[src/hw/rtl/sngrf_pkg.sv]
// ----------------------------------------------------------------------------
// sngrf_pkg
// Shared constants and types of the sequence number gap replay filter:
// field widths, configuration reset value and the codes of the shared adder.
// ----------------------------------------------------------------------------
package sngrf_pkg;

   localparam int SEQ_W     = 16;
   localparam int EXT_W     = 64;
   localparam int GAPS_DFLT = 8;

   localparam logic [SEQ_W-1:0] THRESHOLD_RESET = 16'd500;
   localparam logic [EXT_W-1:0] SEQ_SPAN        = 64'h0000_0000_0001_0000;
   localparam logic [EXT_W-1:0] SPAN_MASK       = 64'hFFFF_FFFF_FFFF_0000;

   // Operation codes of the shared adder.
   localparam logic ALU_ADD = 1'b0;
   localparam logic ALU_SUB = 1'b1;

   typedef struct packed {
      logic             op;
      logic [EXT_W-1:0] a;
      logic [EXT_W-1:0] b;
   } alu_req_type;

   typedef struct packed {
      logic [EXT_W-1:0] res;
      logic             lt;
   } alu_rsp_type;

endpackage

[src/hw/rtl/sngrf_ram.sv]
// ----------------------------------------------------------------------------
// sngrf_ram
// Generic single write port, single read port RAM with registered read data.
// ----------------------------------------------------------------------------
module sngrf_ram #(
   parameter int WIDTH = 128,
   parameter int DEPTH = 16
) (
   input  logic                                     clock,
   input  logic                                     we,
   input  logic [((DEPTH > 1) ? $clog2(DEPTH) : 1)-1:0] waddr,
   input  logic [WIDTH-1:0]                         wdata,
   input  logic [((DEPTH > 1) ? $clog2(DEPTH) : 1)-1:0] raddr,
   output logic [WIDTH-1:0]                         rdata
);

   logic [WIDTH-1:0] mem_ff [DEPTH];
   logic [WIDTH-1:0] rdata_ff;

   // Write port and registered read port.
   always_ff @(posedge clock) begin
      if (we) begin
         mem_ff[waddr] <= wdata;
      end
      rdata_ff <= mem_ff[raddr];
   end

   assign rdata = rdata_ff;

endmodule

[src/hw/rtl/sngrf_alu.sv]
// ----------------------------------------------------------------------------
// sngrf_alu
// Shared 64-bit adder. It adds or subtracts; on a subtract the borrow out
// gives the unsigned less-than of the two operands.
// ----------------------------------------------------------------------------
module sngrf_alu (
   input  sngrf_pkg::alu_req_type req,
   output sngrf_pkg::alu_rsp_type rsp
);

   logic [sngrf_pkg::EXT_W:0]   sum;
   logic [sngrf_pkg::EXT_W-1:0] b_op;

   // One carry chain serves both operations: a - b is a + ~b + 1.
   always_comb begin
      b_op = (req.op == sngrf_pkg::ALU_SUB) ? ~req.b : req.b;
      sum  = {1'b0, req.a} + {1'b0, b_op}
           + {{sngrf_pkg::EXT_W{1'b0}}, (req.op == sngrf_pkg::ALU_SUB)};
      rsp.res = sum[sngrf_pkg::EXT_W-1:0];
      rsp.lt  = (req.op == sngrf_pkg::ALU_SUB) && !sum[sngrf_pkg::EXT_W];
   end

endmodule

[src/hw/rtl/seq_number_gap_replay_filter_unit.sv]
// ----------------------------------------------------------------------------
// seq_number_gap_replay_filter_unit
// Duplicate filter for 16-bit sequence numbers on two channels. Each number
// is extended to 64 bits against the channel's highest value; newer numbers
// are accepted and skipped ranges kept as gaps, older numbers are accepted
// only when they fall into a recorded gap, which is then shrunk or split.
//
//   Port group   Direction  Handshake          Contents
//   req_*        in         valid / stall      channel, seq_nr
//   rsp_*        out        valid / stall      accepted, extended_seq
//   csr_*        in         write enable       jump_threshold
//
// When an older number splits a gap that it hits, one pass over the slots
// finds the gap and a second pass picks the victim. Every step goes through
// the one shared 64-bit adder and the gap RAM is read one slot at a time.
// req_stall is high from acceptance until the result sits in the output
// register. A stalled result holds the block only when the next result is
// ready to go. Reset is synchronous and clears the highest values and all
// gap slots at once.
// ----------------------------------------------------------------------------
module seq_number_gap_replay_filter_unit #(
   parameter int GAPS_PER_CHANNEL = sngrf_pkg::GAPS_DFLT
) (
   input  logic                          clock,
   input  logic                          reset,
   input  logic                          req_valid,
   output logic                          req_stall,
   input  logic                          req_channel,
   input  logic [sngrf_pkg::SEQ_W-1:0]   req_seq_nr,
   output logic                          rsp_valid,
   input  logic                          rsp_stall,
   output logic                          rsp_accepted,
   output logic [sngrf_pkg::EXT_W-1:0]   rsp_extended_seq,
   input  logic                          csr_we,
   input  logic [sngrf_pkg::SEQ_W-1:0]   csr_wdata
);

   localparam int DEPTH = 2 * GAPS_PER_CHANNEL;
   localparam int AW    = (DEPTH > 1) ? $clog2(DEPTH) : 1;
   localparam int IW    = (GAPS_PER_CHANNEL > 1) ? $clog2(GAPS_PER_CHANNEL) : 1;
   localparam int EW    = sngrf_pkg::EXT_W;
   localparam logic [IW-1:0] LAST_IDX = IW'(GAPS_PER_CHANNEL - 1);
   localparam logic [AW-1:0] CH1_BASE = AW'(GAPS_PER_CHANNEL);

   localparam logic [4:0] ST_IDLE   = 5'd0;
   localparam logic [4:0] ST_E1     = 5'd1;
   localparam logic [4:0] ST_E2     = 5'd2;
   localparam logic [4:0] ST_E3     = 5'd3;
   localparam logic [4:0] ST_E4     = 5'd4;
   localparam logic [4:0] ST_E5     = 5'd5;
   localparam logic [4:0] ST_C1     = 5'd6;
   localparam logic [4:0] ST_C2     = 5'd7;
   localparam logic [4:0] ST_C3     = 5'd8;
   localparam logic [4:0] ST_C4     = 5'd9;
   localparam logic [4:0] ST_C5     = 5'd10;
   localparam logic [4:0] ST_P_RD   = 5'd11;
   localparam logic [4:0] ST_P_CK   = 5'd12;
   localparam logic [4:0] ST_P_CMP  = 5'd13;
   localparam logic [4:0] ST_P_DONE = 5'd14;
   localparam logic [4:0] ST_W2     = 5'd15;
   localparam logic [4:0] ST_S_RD   = 5'd16;
   localparam logic [4:0] ST_S_CK1  = 5'd17;
   localparam logic [4:0] ST_S_CK2  = 5'd18;
   localparam logic [4:0] ST_H1     = 5'd19;
   localparam logic [4:0] ST_H2     = 5'd20;
   localparam logic [4:0] ST_OUT    = 5'd21;

   logic [4:0]                  state_ff, state_in;
   logic                        ch_ff, ch_in;
   logic [sngrf_pkg::SEQ_W-1:0] seq_ff, seq_in;
   logic [EW-1:0]               top_ff, top_in;
   logic [EW-1:0]               diff_ff, diff_in;
   logic                        ge_ff, ge_in;
   logic [EW-1:0]               floor_ff, floor_in;
   logic [EW-1:0]               g_ff, g_in;
   logic [EW-1:0]               top1_ff, top1_in;
   logic [IW-1:0]               idx_ff, idx_in;
   logic [IW-1:0]               pick_ff, pick_in;
   logic [IW-1:0]               hit_ff, hit_in;
   logic [EW-1:0]               best_ff, best_in;
   logic [EW-1:0]               cost_ff, cost_in;
   logic [EW-1:0]               hstart_ff, hstart_in;
   logic [EW-1:0]               hend_ff, hend_in;
   logic [EW-1:0]               gx1_ff, gx1_in;
   logic                        split_ff, split_in;
   logic                        newer_ff, newer_in;
   logic                        ok_ff, ok_in;
   logic [EW-1:0]               highest_ff [2];
   logic [EW-1:0]               highest_in [2];
   logic [sngrf_pkg::SEQ_W-1:0] thr_ff, thr_in;
   logic [DEPTH-1:0]            valid_ff, valid_in;
   logic                        rd_valid_ff, rd_valid_in;
   logic                        rsp_valid_ff, rsp_valid_in;
   logic                        rsp_acc_ff, rsp_acc_in;
   logic [EW-1:0]               rsp_ext_ff, rsp_ext_in;

   sngrf_pkg::alu_req_type alu_req;
   sngrf_pkg::alu_rsp_type alu_rsp;

   logic              ram_we;
   logic [AW-1:0]     ram_waddr;
   logic [2*EW-1:0]   ram_wdata;
   logic [AW-1:0]     ram_raddr;
   logic [2*EW-1:0]   ram_rdata;
   logic [EW-1:0]     rd_start;
   logic [EW-1:0]     rd_end;
   logic [EW-1:0]     seq64;
   logic [EW-1:0]     thr64;
   logic [EW-1:0]     top_min;
   logic              req_xfer;
   logic              out_load;
   logic [AW-1:0]     ch_base;

   sngrf_alu u_alu (
      .req (alu_req),
      .rsp (alu_rsp)
   );

   sngrf_ram #(
      .WIDTH (2 * EW),
      .DEPTH (DEPTH)
   ) u_gap_ram (
      .clock (clock),
      .we    (ram_we),
      .waddr (ram_waddr),
      .wdata (ram_wdata),
      .raddr (ram_raddr),
      .rdata (ram_rdata)
   );

   assign req_xfer = req_valid && !req_stall;
   assign req_stall = (state_ff != ST_IDLE);
   assign seq64   = {{(EW - sngrf_pkg::SEQ_W){1'b0}}, seq_ff};
   assign thr64   = {{(EW - sngrf_pkg::SEQ_W){1'b0}}, thr_ff};
   assign top_min = (top_ff < thr64) ? top_ff : thr64;
   assign ch_base = ch_ff ? CH1_BASE : '0;
   assign out_load = (state_ff == ST_OUT) && (!rsp_valid_ff || !rsp_stall);

   // A slot that was never written since its last clear reads as empty.
   assign rd_start = rd_valid_ff ? ram_rdata[2*EW-1:EW] : '0;
   assign rd_end   = rd_valid_ff ? ram_rdata[EW-1:0]    : '0;

   assign rsp_valid        = rsp_valid_ff;
   assign rsp_accepted     = rsp_acc_ff;
   assign rsp_extended_seq = rsp_ext_ff;

   // Sequencer: drives the shared adder, the gap RAM and every next value.
   always_comb begin
      state_in      = state_ff;
      ch_in         = ch_ff;
      seq_in        = seq_ff;
      top_in        = top_ff;
      diff_in       = diff_ff;
      ge_in         = ge_ff;
      floor_in      = floor_ff;
      g_in          = g_ff;
      top1_in       = top1_ff;
      idx_in        = idx_ff;
      pick_in       = pick_ff;
      hit_in        = hit_ff;
      best_in       = best_ff;
      cost_in       = cost_ff;
      hstart_in     = hstart_ff;
      hend_in       = hend_ff;
      gx1_in        = gx1_ff;
      split_in      = split_ff;
      newer_in      = newer_ff;
      ok_in         = ok_ff;
      highest_in[0] = highest_ff[0];
      highest_in[1] = highest_ff[1];
      thr_in        = csr_we ? csr_wdata : thr_ff;
      valid_in      = valid_ff;
      rsp_valid_in  = rsp_valid_ff && rsp_stall;
      rsp_acc_in    = rsp_acc_ff;
      rsp_ext_in    = rsp_ext_ff;
      alu_req.op    = sngrf_pkg::ALU_SUB;
      alu_req.a     = top_ff;
      alu_req.b     = seq64;
      ram_we        = 1'b0;
      ram_waddr     = ch_base + AW'(pick_ff);
      ram_wdata     = {hstart_ff, g_ff};
      ram_raddr     = ch_base + AW'(idx_ff);
      rd_valid_in   = valid_ff[ram_raddr];

      case (state_ff)
         ST_IDLE: begin
            if (req_xfer) begin
               ch_in    = req_channel;
               seq_in   = req_seq_nr;
               top_in   = highest_ff[req_channel];
               ok_in    = 1'b0;
               newer_in = 1'b0;
               split_in = 1'b0;
               state_in = ST_E1;
            end
         end
         // Extension: distance below the top, then the window floor.
         ST_E1: begin
            diff_in  = alu_rsp.res;
            ge_in    = alu_rsp.lt || (alu_rsp.res == '0);
            state_in = ST_E2;
         end
         ST_E2: begin
            alu_req.b = top_min;
            floor_in  = alu_rsp.res;
            state_in  = ST_E3;
         end
         ST_E3: begin
            alu_req.op = sngrf_pkg::ALU_ADD;
            alu_req.a  = seq64;
            alu_req.b  = diff_ff & sngrf_pkg::SPAN_MASK;
            if (ge_ff) begin
               g_in     = seq64;
               state_in = ST_C1;
            end else begin
               g_in     = alu_rsp.res;
               state_in = ST_E4;
            end
         end
         ST_E4: begin
            alu_req.a = g_ff;
            alu_req.b = floor_ff;
            state_in  = alu_rsp.lt ? ST_E5 : ST_C1;
         end
         ST_E5: begin
            alu_req.op = sngrf_pkg::ALU_ADD;
            alu_req.a  = g_ff;
            alu_req.b  = sngrf_pkg::SEQ_SPAN;
            g_in       = alu_rsp.res;
            state_in   = ST_C1;
         end
         // Classification: newer than the top, or a candidate for a gap.
         ST_C1: begin
            alu_req.a = top_ff;
            alu_req.b = g_ff;
            idx_in    = '0;
            if (alu_rsp.lt) begin
               newer_in = 1'b1;
               state_in = ST_C2;
            end else begin
               state_in = ST_S_RD;
            end
         end
         ST_C2: begin
            alu_req.op = sngrf_pkg::ALU_ADD;
            alu_req.b  = EW'(1);
            top1_in    = alu_rsp.res;
            state_in   = ST_C3;
         end
         ST_C3: begin
            alu_req.a = top1_ff;
            alu_req.b = g_ff;
            if (alu_rsp.lt) begin
               state_in = ST_C4;
            end else begin
               ok_in    = 1'b1;
               state_in = ST_OUT;
            end
         end
         ST_C4: begin
            alu_req.op = sngrf_pkg::ALU_ADD;
            alu_req.b  = thr64;
            diff_in    = alu_rsp.res;
            state_in   = ST_C5;
         end
         ST_C5: begin
            // A jump beyond the threshold drops all gaps of the channel.
            alu_req.a = diff_ff;
            alu_req.b = g_ff;
            if (alu_rsp.lt) begin
               for (int j = 0; j < DEPTH; j++) begin
                  if ((j >= GAPS_PER_CHANNEL) == ch_ff) begin
                     valid_in[j] = 1'b0;
                  end
               end
            end
            state_in = ST_P_RD;
         end
         // Victim search: first empty slot, else smallest seq_nr - start.
         ST_P_RD: begin
            state_in = ST_P_CK;
         end
         ST_P_CK: begin
            alu_req.a = seq64;
            alu_req.b = rd_start;
            cost_in   = alu_rsp.res;
            if (rd_start == rd_end) begin
               pick_in  = idx_ff;
               state_in = ST_P_DONE;
            end else begin
               state_in = ST_P_CMP;
            end
         end
         ST_P_CMP: begin
            alu_req.a = cost_ff;
            alu_req.b = best_ff;
            if ((idx_ff == '0) || alu_rsp.lt) begin
               best_in = cost_ff;
               pick_in = idx_ff;
            end
            if (idx_ff == LAST_IDX) begin
               state_in = ST_P_DONE;
            end else begin
               idx_in   = idx_ff + IW'(1);
               state_in = ST_P_RD;
            end
         end
         ST_P_DONE: begin
            ram_we = 1'b1;
            valid_in[ram_waddr] = 1'b1;
            if (split_ff) begin
               ram_wdata = {hstart_ff, g_ff};
               state_in  = ST_W2;
            end else begin
               ram_wdata = {top1_ff, g_ff};
               ok_in     = 1'b1;
               state_in  = ST_OUT;
            end
         end
         ST_W2: begin
            // When the victim is the hit slot, its end keeps the split point.
            ram_we    = 1'b1;
            ram_waddr = ch_base + AW'(hit_ff);
            ram_wdata = {gx1_ff, (pick_ff == hit_ff) ? g_ff : hend_ff};
            valid_in[ram_waddr] = 1'b1;
            ok_in     = 1'b1;
            state_in  = ST_OUT;
         end
         // Gap search for an older number.
         ST_S_RD: begin
            state_in = ST_S_CK1;
         end
         ST_S_CK1: begin
            alu_req.a = g_ff;
            alu_req.b = rd_start;
            hstart_in = rd_start;
            hend_in   = rd_end;
            hit_in    = idx_ff;
            if (!alu_rsp.lt) begin
               state_in = ST_S_CK2;
            end else if (idx_ff == LAST_IDX) begin
               state_in = ST_OUT;
            end else begin
               idx_in   = idx_ff + IW'(1);
               state_in = ST_S_RD;
            end
         end
         ST_S_CK2: begin
            alu_req.a = g_ff;
            alu_req.b = hend_ff;
            if (alu_rsp.lt) begin
               state_in = ST_H1;
            end else if (idx_ff == LAST_IDX) begin
               state_in = ST_OUT;
            end else begin
               idx_in   = idx_ff + IW'(1);
               state_in = ST_S_RD;
            end
         end
         ST_H1: begin
            // A hit on the first element raises the start.
            alu_req.op = sngrf_pkg::ALU_ADD;
            alu_req.a  = g_ff;
            alu_req.b  = EW'(1);
            gx1_in     = alu_rsp.res;
            if (g_ff == hstart_ff) begin
               ram_we    = 1'b1;
               ram_waddr = ch_base + AW'(hit_ff);
               ram_wdata = {alu_rsp.res, hend_ff};
               ok_in     = 1'b1;
               state_in  = ST_OUT;
            end else begin
               state_in = ST_H2;
            end
         end
         ST_H2: begin
            // A hit on the last element lowers the end; else the gap splits.
            alu_req.a = hend_ff;
            alu_req.b = EW'(1);
            if (alu_rsp.res == g_ff) begin
               ram_we    = 1'b1;
               ram_waddr = ch_base + AW'(hit_ff);
               ram_wdata = {hstart_ff, g_ff};
               ok_in     = 1'b1;
               state_in  = ST_OUT;
            end else begin
               split_in = 1'b1;
               idx_in   = '0;
               state_in = ST_P_RD;
            end
         end
         ST_OUT: begin
            if (out_load) begin
               rsp_valid_in = 1'b1;
               rsp_acc_in   = ok_ff;
               rsp_ext_in   = g_ff;
               if (newer_ff) begin
                  highest_in[ch_ff] = g_ff;
               end
               state_in = ST_IDLE;
            end
         end
         default: begin
            state_in = ST_IDLE;
         end
      endcase
   end

   // Control state with synchronous reset.
   always_ff @(posedge clock) begin
      if (reset) begin
         state_ff      <= ST_IDLE;
         highest_ff[0] <= '0;
         highest_ff[1] <= '0;
         thr_ff        <= sngrf_pkg::THRESHOLD_RESET;
         valid_ff      <= '0;
         rsp_valid_ff  <= 1'b0;
      end else begin
         state_ff      <= state_in;
         highest_ff[0] <= highest_in[0];
         highest_ff[1] <= highest_in[1];
         thr_ff        <= thr_in;
         valid_ff      <= valid_in;
         rsp_valid_ff  <= rsp_valid_in;
      end
   end

   // Working registers of the item in flight and the output payload.
   always_ff @(posedge clock) begin
      ch_ff       <= ch_in;
      seq_ff      <= seq_in;
      top_ff      <= top_in;
      diff_ff     <= diff_in;
      ge_ff       <= ge_in;
      floor_ff    <= floor_in;
      g_ff        <= g_in;
      top1_ff     <= top1_in;
      idx_ff      <= idx_in;
      pick_ff     <= pick_in;
      hit_ff      <= hit_in;
      best_ff     <= best_in;
      cost_ff     <= cost_in;
      hstart_ff   <= hstart_in;
      hend_ff     <= hend_in;
      gx1_ff      <= gx1_in;
      split_ff    <= split_in;
      newer_ff    <= newer_in;
      ok_ff       <= ok_in;
      rd_valid_ff <= rd_valid_in;
      rsp_acc_ff  <= rsp_acc_in;
      rsp_ext_ff  <= rsp_ext_in;
   end

endmodule
[config.mk]
export PLATFORM = sky130hd
export DESIGN_NAME = seq_number_gap_replay_filter_unit
export DESIGN_NICKNAME = d
export VERILOG_FILES = /design/src/hw/rtl/sngrf_pkg.sv /design/src/hw/rtl/sngrf_ram.sv /design/src/hw/rtl/sngrf_alu.sv /design/src/hw/rtl/seq_number_gap_replay_filter_unit.sv
export SDC_FILE = /design/constraint.sdc
export NUM_CORES = 2
export LEC_CHECK = 0
export BUFFER_PORTS_ARGS = -buffer_cell sky130_fd_sc_hd__buf_4
export CAP_MARGIN = 30
export CORE_MARGIN = 2
export CORE_UTILIZATION = 45
export CTS_CLUSTER_DIAMETER = 80
export DETAILED_ROUTE_END_ITERATION = 10
export PLACE_DENSITY = 0.66
export SKIP_CTS_REPAIR_TIMING = 1
export SYNTH_ARGS = -nofsm -noshare
export SYNTH_HDL_FRONTEND = slang
export SYNTH_SLANG_ARGS = --single-unit
[constraint.sdc]
create_clock -name clock -period 23.1 [get_ports clock]
set_clock_uncertainty 0.2 [all_clocks]
set_input_delay 4.62 -clock clock [delete_from_list [all_inputs] [get_ports clock]]
set_output_delay 4.62 -clock clock [all_outputs]
set_load 0.02 [all_outputs]
==> flow_summary.json <==
{
  "final_common_cell": "edfxtp_1",
  "hold_viol": 0,
  "fmax_mhz": 78.0,
  "p_per_area_nw_per_um2": 96.1,
  "syn_nets": 7804,
  "slowest_delay_ns": 0.80,
  "drt-initial-drc-count": 12100,
  "ios": 105,
  "grt_max_degree": 134,
  "yosys_register_bits": 3078,
  "final_net_count": 8007,
  "core_area_um2": 282000,
  "status": "finished clean",
  "ys.flop_type": "edfxtp_1",
  "path_clk_slew_ns": 0.06,
  "drc_errors": 0,
  "critPathSlowestCell": "a31oi_1",
  "initial_core_util_pct": 45.2,
  "dieArea_um2": 287000,
  "start_kind": "flop",
  "insertion_delay_ns": 0.91,
  "critPathMaxFanout": 39,
  "setup_viol": 0,
  "largest_reg_flops": 2048,
  "synth_cell_types": 114,
  "cts.sinks": 3078,
  "largest_register": "u_gap_ram.mem_ff",
  "dieHeight_um": 536,
  "cp_common_cell": "buf_4",
  "top_usage_layer": "met2",
  "drive_gt1_share_pct": 21.5,
  "cts_buffers": 321,
  "worstPathRequired_ns": 23.38,
  "power.static_leakage_nw": 46.7,
  "final_cell_mix": "edfxtp_1 (2,783), nand2_1 (733), mux4_2 (636)",
  "dpl_cell_area_um2": 134000,
  "yosys_warnings": 0,
  "placementRows": 195,
  "place_congestion": 1.05,
  "grt_pass1_wl_um": 585000,
  "min_path_type": "reg2reg",
  "yosysSeqAreaShare_pct": 70.2,
  "grt_setup_unrepaired": "no",
  "syn_to_final_growth_pct": 13.4,
  "cts_root_buf": "clkbuf_16",
  "grt_use_met3_pct": 6.28,
  "gr-total-overflow": 0,
  "async_flop_share_pct": 0,
  "crit_path_end_kind": "flop",
  "fin_crit_ns": 12.81,
  "design_area_um2": 144000,
  "grt_pass1_vias": 74200,
  "drt_wl_total_um": 422000,
  "grt_use_met1_pct": 41.4,
  "die_x_um": 536,
  "relSlewSlack_pct": 22.9,
  "tns_ns": 0,
  "cp.arrival_ns": 13.09,
  "met2_usage_pct": 42.9,
  "worstSetupPathType": "reg2reg",
  "postSynthAreaPerCell_um2": 16.6,
  "power.total_w": 0.0139,
  "clock_path_buffers": 4,
  "drt-vias-per-instance": 6.49,
  "vias": 77300,
  "cts_tree": "built",
  "maxCapViolCount": 0,
  "wire_per_inst_um": 35.5,
  "antenna_found_initial": 31,
  "numPortBuffers": 104,
  "cts_max_level": 5,
  "slew_violations": 0,
  "fin_crit_sh_pct": 55.5,
  "drt_pass1_iterations": 9,
  "drtAntennaViolNets": 0,
  "syn-cell-area_um2": 127000,
  "worst_hold_slack_ns": 0.222,
  "syn_inst": 7685,
  "ir_drop_uv": 76.0,
  "synth_edf_count": 2783,
  "tightest_slew_ns": 1.15,
  "hpwl_um": 278000,
  "grtUsageTotal_pct": 28.9
}
[routing by layer]
layer | vias to the layer above | share of wire (%) | wire length (µm)
li1 | 31100 | - | -
met1 | 40500 | 40 | 169000
met2 | 4891 | 44 | 187000
met3 | 782 | 11 | 45400
met4 | 18 | 4.9 | 20600
met5 | - | 0.064 | 271
[Yosys cell counts (66+ instances only)]
master    number  share of area, %
nand2_1      733               2.2
a21oi_1      372               1.5
inv_1        134              0.39
and2_1        75              0.37
buf_1         77              0.23
mux4_2       636                11
nand4_1       87              0.43
dfxtp_1      295               4.6
nor2_1       308              0.91
a22oi_1      173               1.0
xnor2_1       69              0.47
xor2_1       131              0.90
a22o_1        66              0.45
clkbuf_1     399               1.2
edfxtp_1    2783                66
mux2_2       139               1.2
ha_1          80              0.79
nor3_1        67              0.26
o21ai_0      166              0.65
[layout make-up]
class                      count  area (µm²)
antenna                        8        20.0
clock buffer                 440        8990
clock inverter               145        1670
fill                       22600      138000
inverter                     137         517
multi-input combinational   3963       35900
sequential                  3078       89500
tap                         3743        4680
timing repair buffer         387        3230
[metrics by stage]
| stage | worst slack (ns) | utilization (%) | instances |
|---|---|---|---|
| floorplan | 2.68 | - | 7685 |
| global placement | 9.70 | 47.3 | 11300 |
| detailed placement | 10.44 | 47.4 | 11300 |
| CTS | 10.35 | 51.1 | 11900 |
| global route | 10.05 | 51.2 | 11900 |
| finish | 10.29 | 51.2 | 11900 |
[kinds of logic (layout without fill, tap and decap cells)]
| kind of cell | count (synthesis) | count (layout) | synth area share [%] |
|---|---|---|---|
| DFF | 3078 | 3078 | 70.2 |
| and+or+nand+nor | 1554 | 1554 | 5.61 |
| AOI/OAI and AO/OA | 1307 | 1307 | 7.13 |
| muxes | 815 | 815 | 12.8 |
| buffers and inverters | 644 | 1109 | 1.96 |
| xor gates and xnor gates | 205 | 205 | 1.46 |
| adders and majority gates | 82 | 82 | 0.809 |
| other | 0 | 8 | 0 |
[power by group]
part           leakage, nW  switching [W]  internal, W
clock                 5.19        0.00217      0.00305
sequential            27.4       0.000119      0.00635
combinational         14.1        0.00159     0.000605
total                 46.7        0.00388       0.0100
[worst max-delay path: cells and delay by family (launching register included)]
kind            cells  cell delay, ns
simple gates       12            4.64
flops               1            0.53
buf+inv             5            2.60
mux                 1            0.29
xor+xnor            1            0.54
compound gates      8            2.62
fa+ha+maj           2            0.64
[final timing paths]
kind	slack [ns]	startpoint	to	cells past startpoint
setup / recovery	10.29	top_ff[15]	u_gap_ram.mem_ff[2][28]	29
hold / removal	0.22	cost_ff[47]	best_ff[47]	0
setup reg to reg	10.29	top_ff[15]	u_gap_ram.mem_ff[2][28]	29
hold reg to reg	0.22	cost_ff[47]	best_ff[47]	0
Power figures use the tool's default switching activity.
